==> config.mk <==
export PLATFORM = sky130hd
export DESIGN_NAME = vat_fit
export DESIGN_NICKNAME = d
export VERILOG_FILES = /design/src/design/vat_pkg.sv /design/src/design/vat_fit.sv
export SDC_FILE = /design/constraint.sdc
export NUM_CORES = 1
export LEC_CHECK = 0
export ABC_AREA = 1
export BUFFER_PORTS_ARGS = -buffer_cell sky130_fd_sc_hd__buf_2
export CORE_ASPECT_RATIO = 0.7
export CORE_UTILIZATION = 45
export DETAILED_ROUTE_END_ITERATION = 7
export PLACE_DENSITY = 0.66
export SLEW_MARGIN = 10
export SYNTH_ARGS = -nofsm -noshare
export SYNTH_HDL_FRONTEND = slang
export SYNTH_SLANG_ARGS = --single-unit
export TNS_END_PERCENT = 50
==> constraint.sdc <==
create_clock -name clock -period 4.6 [get_ports clock]
set_clock_uncertainty 0.1 [all_clocks]
set_input_delay 0.92 -clock clock [delete_from_list [all_inputs] [get_ports clock]]
set_output_delay 0.92 -clock clock [all_outputs]
set_load 0.01 [all_outputs]
==> src/design/vat_pkg.sv <==
// ----------------------------------------------------------------------------
// vat_pkg
// Shared types, constants and helpers for the viewbox aspect transform.
// ----------------------------------------------------------------------------
package vat_pkg;

   // default number of fraction bits in all fixed point values
   localparam int FRAC_BITS_DEF = 16;

   // tolerance in lsb for the nearness tests
   localparam logic [31:0] NEAR_TOL = 32'd1;

   // register port
   localparam int CSR_INDEX_W = 3;
   localparam int CSR_DATA_W  = 32;

   // viewport sizes are 31 bits wide
   localparam int PORT_W = 31;

   typedef enum logic [CSR_INDEX_W-1:0] {
      CSR_BOX_LEFT   = 3'd0,
      CSR_BOX_TOP    = 3'd1,
      CSR_BOX_WIDTH  = 3'd2,
      CSR_BOX_HEIGHT = 3'd3,
      CSR_ALIGN_MODE = 3'd4,
      CSR_CLIP_MODE  = 3'd5
   } csr_index_type;

   typedef enum logic [3:0] {
      ALIGN_NONE     = 4'd0,
      ALIGN_XMIN_YMIN = 4'd1,
      ALIGN_XMID_YMIN = 4'd2,
      ALIGN_XMAX_YMIN = 4'd3,
      ALIGN_XMIN_YMID = 4'd4,
      ALIGN_XMID_YMID = 4'd5,
      ALIGN_XMAX_YMID = 4'd6,
      ALIGN_XMIN_YMAX = 4'd7,
      ALIGN_XMID_YMAX = 4'd8,
      ALIGN_XMAX_YMAX = 4'd9
   } align_type;

   localparam logic CLIP_MEET  = 1'b0;
   localparam logic CLIP_SLICE = 1'b1;

   typedef enum logic [1:0] {
      POS_MIN = 2'd0,
      POS_MID = 2'd1,
      POS_MAX = 2'd2
   } pos_type;

   typedef struct packed {
      pos_type x;
      pos_type y;
   } place_type;

   // one input word as it travels down the pipeline
   typedef struct packed {
      logic signed [31:0] port_x;
      logic signed [31:0] port_y;
      logic [PORT_W-1:0]  port_width;
      logic [PORT_W-1:0]  port_height;
      logic [31:0]        snap_scale;
   } req_word_type;

   // chosen scales and box placement
   typedef struct packed {
      logic [31:0] scale_x;
      logic [31:0] scale_y;
      place_type   pos;
   } fit_type;

   // placement per axis for an align code; unknown codes place at min
   function automatic place_type align_place(input logic [3:0] code);
      place_type p;
      p = '{x: POS_MIN, y: POS_MIN};
      case (code)
         ALIGN_XMIN_YMIN: p = '{x: POS_MIN, y: POS_MIN};
         ALIGN_XMID_YMIN: p = '{x: POS_MID, y: POS_MIN};
         ALIGN_XMAX_YMIN: p = '{x: POS_MAX, y: POS_MIN};
         ALIGN_XMIN_YMID: p = '{x: POS_MIN, y: POS_MID};
         ALIGN_XMID_YMID: p = '{x: POS_MID, y: POS_MID};
         ALIGN_XMAX_YMID: p = '{x: POS_MAX, y: POS_MID};
         ALIGN_XMIN_YMAX: p = '{x: POS_MIN, y: POS_MAX};
         ALIGN_XMID_YMAX: p = '{x: POS_MID, y: POS_MAX};
         ALIGN_XMAX_YMAX: p = '{x: POS_MAX, y: POS_MAX};
         default:         p = '{x: POS_MIN, y: POS_MIN};
      endcase
      return p;
   endfunction

endpackage

==> src/design/vat_fit.sv <==
// ----------------------------------------------------------------------------
// vat_fit
// Two stages that saturate the quotients and pick the final scales and
// the placement of the box on each axis.
// ----------------------------------------------------------------------------
module vat_fit #(
   parameter int FRAC_BITS = vat_pkg::FRAC_BITS_DEF
) (
   input  logic                        clock,
   input  logic                        reset,
   input  logic                        advance,
   input  logic                        in_valid,
   input  vat_pkg::req_word_type       in_word,
   input  logic [vat_pkg::PORT_W+FRAC_BITS-1:0] quo_x,
   input  logic [vat_pkg::PORT_W+FRAC_BITS-1:0] quo_y,
   input  logic [3:0]                  align_mode,
   input  logic                        clip_mode,
   output logic                        out_valid,
   output vat_pkg::req_word_type       out_word,
   output vat_pkg::fit_type            out_fit
);
   import vat_pkg::*;

   localparam int DW = PORT_W + FRAC_BITS;

   // stage a: saturate, compare, mean, min or max
   logic [31:0]  sx;
   logic [31:0]  sy;
   logic [31:0]  dxy;
   logic [32:0]  sum_xy;
   logic [31:0]  a_mean_in;
   logic [31:0]  a_pick_in;
   logic         a_near_in;

   logic         a_vld_ff;
   req_word_type a_word_ff;
   logic [31:0]  a_sx_ff;
   logic [31:0]  a_sy_ff;
   logic [31:0]  a_mean_ff;
   logic [31:0]  a_pick_ff;
   logic         a_near_ff;

   assign sx        = (|quo_x[DW-1:32]) ? '1 : quo_x[31:0];
   assign sy        = (|quo_y[DW-1:32]) ? '1 : quo_y[31:0];
   assign dxy       = (sx > sy) ? (sx - sy) : (sy - sx);
   assign a_near_in = (dxy <= NEAR_TOL);
   assign sum_xy    = {1'b0, sx} + {1'b0, sy};
   assign a_mean_in = sum_xy[32:1];
   assign a_pick_in = (clip_mode == CLIP_SLICE) ? ((sx > sy) ? sx : sy)
                                                : ((sx < sy) ? sx : sy);

   always_ff @(posedge clock) begin
      if (reset) begin
         a_vld_ff <= 1'b0;
      end else if (advance) begin
         a_vld_ff <= in_valid;
      end
   end

   always_ff @(posedge clock) begin
      if (advance) begin
         a_word_ff <= in_word;
         a_sx_ff   <= sx;
         a_sy_ff   <= sy;
         a_mean_ff <= a_mean_in;
         a_pick_ff <= a_pick_in;
         a_near_ff <= a_near_in;
      end
   end

   // stage b: snap the mean, or force a uniform scale and place the box, or keep both scales when align is none
   logic [31:0] dms;
   logic        near_snap;
   logic [31:0] uni;
   fit_type     b_fit_in;
   logic        b_vld_ff;
   req_word_type b_word_ff;
   fit_type     b_fit_ff;

   assign dms       = (a_mean_ff > a_word_ff.snap_scale) ? (a_mean_ff - a_word_ff.snap_scale)
                                                         : (a_word_ff.snap_scale - a_mean_ff);
   assign near_snap = (dms <= NEAR_TOL);
   assign uni       = near_snap ? a_word_ff.snap_scale : a_mean_ff;

   always_comb begin
      b_fit_in = '{scale_x: a_sx_ff, scale_y: a_sy_ff, pos: '{x: POS_MIN, y: POS_MIN}};
      if (a_near_ff) begin
         b_fit_in.scale_x = uni;
         b_fit_in.scale_y = uni;
      end else if (align_mode != ALIGN_NONE) begin
         b_fit_in.scale_x = a_pick_ff;
         b_fit_in.scale_y = a_pick_ff;
         b_fit_in.pos     = align_place(align_mode);
      end
   end

   always_ff @(posedge clock) begin
      if (reset) begin
         b_vld_ff <= 1'b0;
      end else if (advance) begin
         b_vld_ff <= a_vld_ff;
      end
   end

   always_ff @(posedge clock) begin
      if (advance) begin
         b_word_ff <= a_word_ff;
         b_fit_ff  <= b_fit_in;
      end
   end

   assign out_valid = b_vld_ff;
   assign out_word  = b_word_ff;
   assign out_fit   = b_fit_ff;

endmodule

* After elaboration in Yosys (flattened, before gate mapping)
Memories as Yosys holds them, arrays and structs flattened.
Cells that the tools add are included.
** Storage, ports and cells
- Flip-flop bits (word level) :: 515
- ROM bits :: 64
- Output and inout bits :: 227
- Input bits :: 261
- Memories :: 1
** Memories
- (name not given) :: depth 16, width 4, rd ports 1, clocked after memory_dff 0, wr ports 0, line vat_pkg.sv:76 : case (code)
** Cells by class
- Add/sub/neg operators :: 5
- Reductions and logical operators :: 4
- Bitwise operators :: 1
- Multiplexer cells :: 10
- $lt $le $gt $ge :: 5
** Operator list (count)
- $mux 32 :: 8
- $sub 32x32->32 :: 4
- $mux 68 :: 1
- $gt 32x32->1 :: 2
- $le 32x1->1 const B :: 2
- $mux 64 :: 1
- $add 32x32->33 :: 1
- $lt 32x32->1 :: 1
- $reduce_or 15->1 :: 2
- $reduce_bool 4->1 :: 1
- $reduce_or 2->1 :: 1
- $not 1->1 :: 1

* Depth between registers and ports, before layout
- Depth after elaboration :: 5
- Gate-level depth with buffers :: 28

* Worst setup path after synthesis
Ideal clock, no wire load.
- Path type :: input -> register
- Start :: in quo_x[33] in the netlist's numbering
- End :: reg a_pick_ff[11] (data pin)
- Arrival time :: 3.896 ns
- Required time :: 4.245 ns
- Path slack :: 0.349 ns
- Buffers on the path :: 5
- Stages on the path :: 19
- Library setup time :: 0.255 ns
- Cell sequence :: nor4_1 nand4_1 clkbuf_1 nor2_1 inv_1 ha_1 buf_2 nand2_1 nor2_1 nand2_1 nor3_2 nand4_1 nand2_2 buf_4 buf_6 clkbuf_1 o21ai_0 a21oi_1 nor2_1
** Between the ends
- Longest elaborated chain between the ends :: 5
- Elaborated cells between the ends (all ways) :: 7
- Classes of those cells :: order compare (2); mux (4); reduce/logical (1)
** RTL lines
- start: declaration :: line vat_fit.sv:14 : input logic [vat_pkg::PORT_W+FRAC_BITS-1:0] quo_x,
- $reduce_or 15->1 (*) :: line vat_fit.sv:43 : assign sx = (|quo_x[DW-1:32]) ? '1 : quo_x[31:0];
- $mux 32 (*) :: line vat_fit.sv:43
- net sx[22] :: line vat_fit.sv:27 : logic [31:0] sx;
- $lt 32x32->1 or $gt 32x32->1 (tied branches) :: line vat_fit.sv:50, vat_fit.sv:49
- $mux 32, on equally long branches :: line vat_fit.sv:50, vat_fit.sv:49
- $mux 32 (*) :: line vat_fit.sv:49 : assign a_pick_in = (clip_mode == CLIP_SLICE) ? ((sx > sy) ? sx : sy)
- net a_pick_in[11] :: line vat_fit.sv:32 : logic [31:0] a_pick_in;
- end signal: assignment :: line vat_fit.sv:66 : a_pick_ff <= a_pick_in;
- end: declaration :: line vat_fit.sv:40 : logic [31:0] a_pick_ff;
The timed path passes the listed nets; every way through them passes the cells marked *.
A chain may end at the register's enable or synchronous reset.

* Final worst setup path
- Start :: in quo_x[33] in the netlist's numbering
- End :: reg a_near_ff (data pin)
** Between the ends
- Longest elaborated chain between the ends :: 5
- Elaborated cells between the ends (all ways) :: 7
- Classes of those cells :: add/sub (2); order compare (2); mux (2); reduce/logical (1)
** RTL lines
- $reduce_or 15->1 (*) :: line vat_fit.sv:43
- $mux 32 (*) :: line vat_fit.sv:43
- net sx[17] :: line vat_fit.sv:27
- $sub 32x32->32 or $gt 32x32->1 (tied branches) :: line vat_fit.sv:45 : assign dxy = (sx > sy) ? (sx - sy) : (sy - sx);
- $mux 32 (*) :: line vat_fit.sv:45
- $le 32x1->1 (*) :: line vat_fit.sv:46 : assign a_near_in = (dxy <= NEAR_TOL);
- net a_near_in :: line vat_fit.sv:33 : logic a_near_in;
- end signal: assignment :: line vat_fit.sv:67 : a_near_ff <= a_near_in;
- end: declaration :: line vat_fit.sv:41 : logic a_near_ff;
Marks and branches as above.

==> flow_metrics.env <==
export IMPL_status="finished, final reports clean"
export IMPL_ir_drop_mv=0.253
export IMPL_cts_sinks=515
export IMPL_dieArea_mm2=0.0666
export IMPL_clkPwrFrac=0.355
export IMPL_dpl_cell_area_mm2=0.0353
export IMPL_rr_worst_depth=25
export IMPL_crit_required_ns=4.96
export IMPL_cp_top_family="simple AND/OR/NAND/NOR gates"
export IMPL_die_h_um=216
export IMPL_power_density_mw_per_mm2=302
export IMPL_syn_inst=3388
export IMPL_rsz0062_at_grt="no"
export IMPL_final_cells=5087
export IMPL_syn_nets=3812
export IMPL_synth_top_area_share=0.522
export IMPL_multi_input_comb_area_mm2=0.0116
export IMPL_grt_first_pass_wirelength_um=146000
export IMPL_antenna_left=0
export IMPL_antenna_found_initial=3
export IMPL_p_int_w=0.00824
export IMPL_core_mm2=0.0648
export IMPL_mostFrequentLayoutCell="nand2_1"
export IMPL_maxSlewHeadroom=0.381
export IMPL_drt_wirelength_per_cell_um=19.7
export IMPL_path_max_fanout=32
export IMPL_layout_setup_ws_ns=0.340
export IMPL_root_buffer="clkbuf_16"
export IMPL_worst_path_buf_inv=6
export IMPL_period_needed_ns=4.26
export IMPL_clock_latency_ns=0.60
export IMPL_grt_pass1_vias=24168
export IMPL_leakage_nw=17.8
export IMPL_drt_total_wl_um=100000
export IMPL_h_tree_depth=2
export IMPL_clk_pin_slew_ns=0.07
export IMPL_start_kind="input pin"
export IMPL_slowest_delay_ns=0.35
export IMPL_cts_tree="done"
export IMPL_cp_cell_sequence="buf_2 > nor4_2 > nand4_1 > buf_12 > nor2_1 > inv_1 > ha_1 > nand2_1 > nor2_2 > nand2_1 > nor3_4 > nand4_1 > nand2_4 > inv_2 > buf_12 > buf_12 > nand2_1 > nand2_1 > nand2_1 > nand3_1 > nor3_1 > nand4_1 > nor2_1"
export IMPL_yosysTopAreaCell="edfxtp_1"
export IMPL_drive_gt1_frac=0.231
export IMPL_dp_hpwl_um=81900
export IMPL_io_buffer_count=487
export IMPL_maxSlewViolCount=0
export IMPL_cp_arrival_ns=4.62
export IMPL_yosysSeqAreaShare=0.524
export IMPL_synthFlopType="edfxtp_1"
export IMPL_cts_buffers=48
export IMPL_nets=4594
export IMPL_syn_area_per_cell_um2=8.71
export IMPL_dpl_cell_count=5000
export IMPL_hold_viol_final=0
export IMPL_synth_warnings=0
export IMPL_worst_slew_pin_slew_ns=0.927
export IMPL_drt_initial_drc_count=2901
export IMPL_period_share=0.926
export IMPL_dr_pass1_iters=5
export IMPL_hp_class="flop to flop"
export IMPL_holdPathStages=0
export IMPL_track_usage=0.294
export IMPL_io_pins=488
export IMPL_area_growth_pct=25.0
export IMPL_synth_area_mm2=0.0295
export IMPL_crit_slowest_cell="ha_1"
export IMPL_clock_path_buffers=3
export IMPL_finalSetupViolations=0
export IMPL_fmax_mhz=235
export IMPL_grt_ovfl_total=0
export IMPL_p_sw_w=0.00290
export IMPL_pwr_share_seq=0.507
export IMPL_cpMostUsedCell="nand2_1"
export IMPL_initial_core_util=0.455
export IMPL_die_w_um=308
export IMPL_synthDistinctLibCells=48
export IMPL_via_per_inst=5.13
export IMPL_dp_slack_ns=-0.362
export IMPL_end_kind="flop"
export IMPL_drc=0
export IMPL_synth_seq_cells=515
export IMPL_drv_cap=0
export IMPL_p_sw_frac=0.260
export IMPL_cts_hold_buf=0
export IMPL_timing_hold_ws_ns=0.315
export IMPL_final_cell_area_mm2=0.0369
export IMPL_fill_cells=6017
export IMPL_fp_row_count=78
export IMPL_seqCellArea_mm2=0.0154
export IMPL_grt_start_max_net_pins=103
export IMPL_synth_edf_count=513
export IMPL_vias=26114
export IMPL_async_flop_share=0
export IMPL_power_share_combinational=0.138
export IMPL_final_cell_mix="nand2_1, inv_1, edfxtp_1"
export IMPL_worstSetupPathDepth=23
export IMPL_worstSetupPathType="input pin to flop"
export IMPL_synth_area_leaders="edfxtp_1, nand2_1, ha_1, inv_1, a21oi_1"
export IMPL_place_gp_congestion=1.05
## worst paths after layout
check	startpoint	end	slack (ns)
worst max register to register	a_mean_ff[0]	out_fit[6]	0.55
worst min register to register	a_word_ff[70]	out_word[70]	0.31
worst min-delay path	a_word_ff[70]	out_word[70]	0.31
worst max-delay path	quo_x[33]	a_near_ff	0.34
## Yosys cell counts (12+ instances only)
cell and n:
ha_1 158, buf_2 43, edfxtp_1 513, nand3_2 13, nor2_1 256, nand4_1 16
nor3_1 19, inv_1 516, clkbuf_1 43, nand3_1 187, buf_4 12, o21bai_1 15
nand2_1 984, xor2_1 67, o21ai_0 166, a21oi_1 256, nand2_2 17
## cell type report
type	instances	area share
Sequential cell	515	0.419
Multi-Input combinational cell	2240	0.314
Timing Repair Buffer	837	0.142
Inverter	528	0.0539
Clock buffer	56	0.0345
Tap cell	880	0.0299
Clock inverter	28	0.00712
Antenna cell	3	0.000204
## per-stage QoR
| stage | setup TNS, ns | total power [W] | utilization |
|---|---|---|---|
| after global routing | 0 | 0.0115 | 0.569 |
| after global placement | -2.84 | 0.00724 | 0.545 |
| final | 0 | 0.0111 | 0.569 |
| after CTS | 0 | 0.0112 | 0.568 |
| after floorplan | 0 | 0.00655 | - |
| after detailed placement | -7.75 | 0.00726 | 0.545 |
## registers in the layout, summed over array words and instances (netlist names)
signal and flops:
a_near_ff 1, a_mean_ff 32, out_fit 68, a_vld_ff 1, out_valid 1, out_word 158
a_sx_ff 32, a_sy_ff 32, a_pick_ff 32, a_word_ff 158
## logic make-up after synthesis
group | Yosys count | synth area share
adders and majority gates | 163 | 0.0704
and+or+nand+nor | 1527 | 0.214
DFF | 515 | 0.524
xor gates and xnor gates | 71 | 0.0211
AOI/OAI and AO/OA | 479 | 0.0858
buffers and inverters | 633 | 0.0854
## timing repair
item,4_1_cts,5_1_grt
setup buffers,0,0
gates resized for setup,0,8
endpoints found under the setup margin,0,1
## power groups by stage
stage          registers [W]  clock network [W]  logic (W)
2_1_floorplan        0.00579                  0   0.000764
3_3_place_gp         0.00574                  0    0.00150
3_5_place_dp         0.00575                  0    0.00151
4_1_cts              0.00565            0.00402    0.00151
5_1_grt              0.00568            0.00418    0.00168
6_report             0.00565            0.00395    0.00153
## routing by layer
| metal | track usage | part of all wire | vias up |
|---|---|---|---|
| li1 | - | - | 12595 |
| met1 | 0.449 | 0.46 | 12187 |
| met2 | 0.421 | 0.42 | 1201 |
| met3 | 0.0667 | 0.10 | 131 |
| met4 | 0.0627 | 0.019 | 0 |
| met5 | 0 | 0 | - |
No activity file was read; power rests on OpenSTA's default activity.
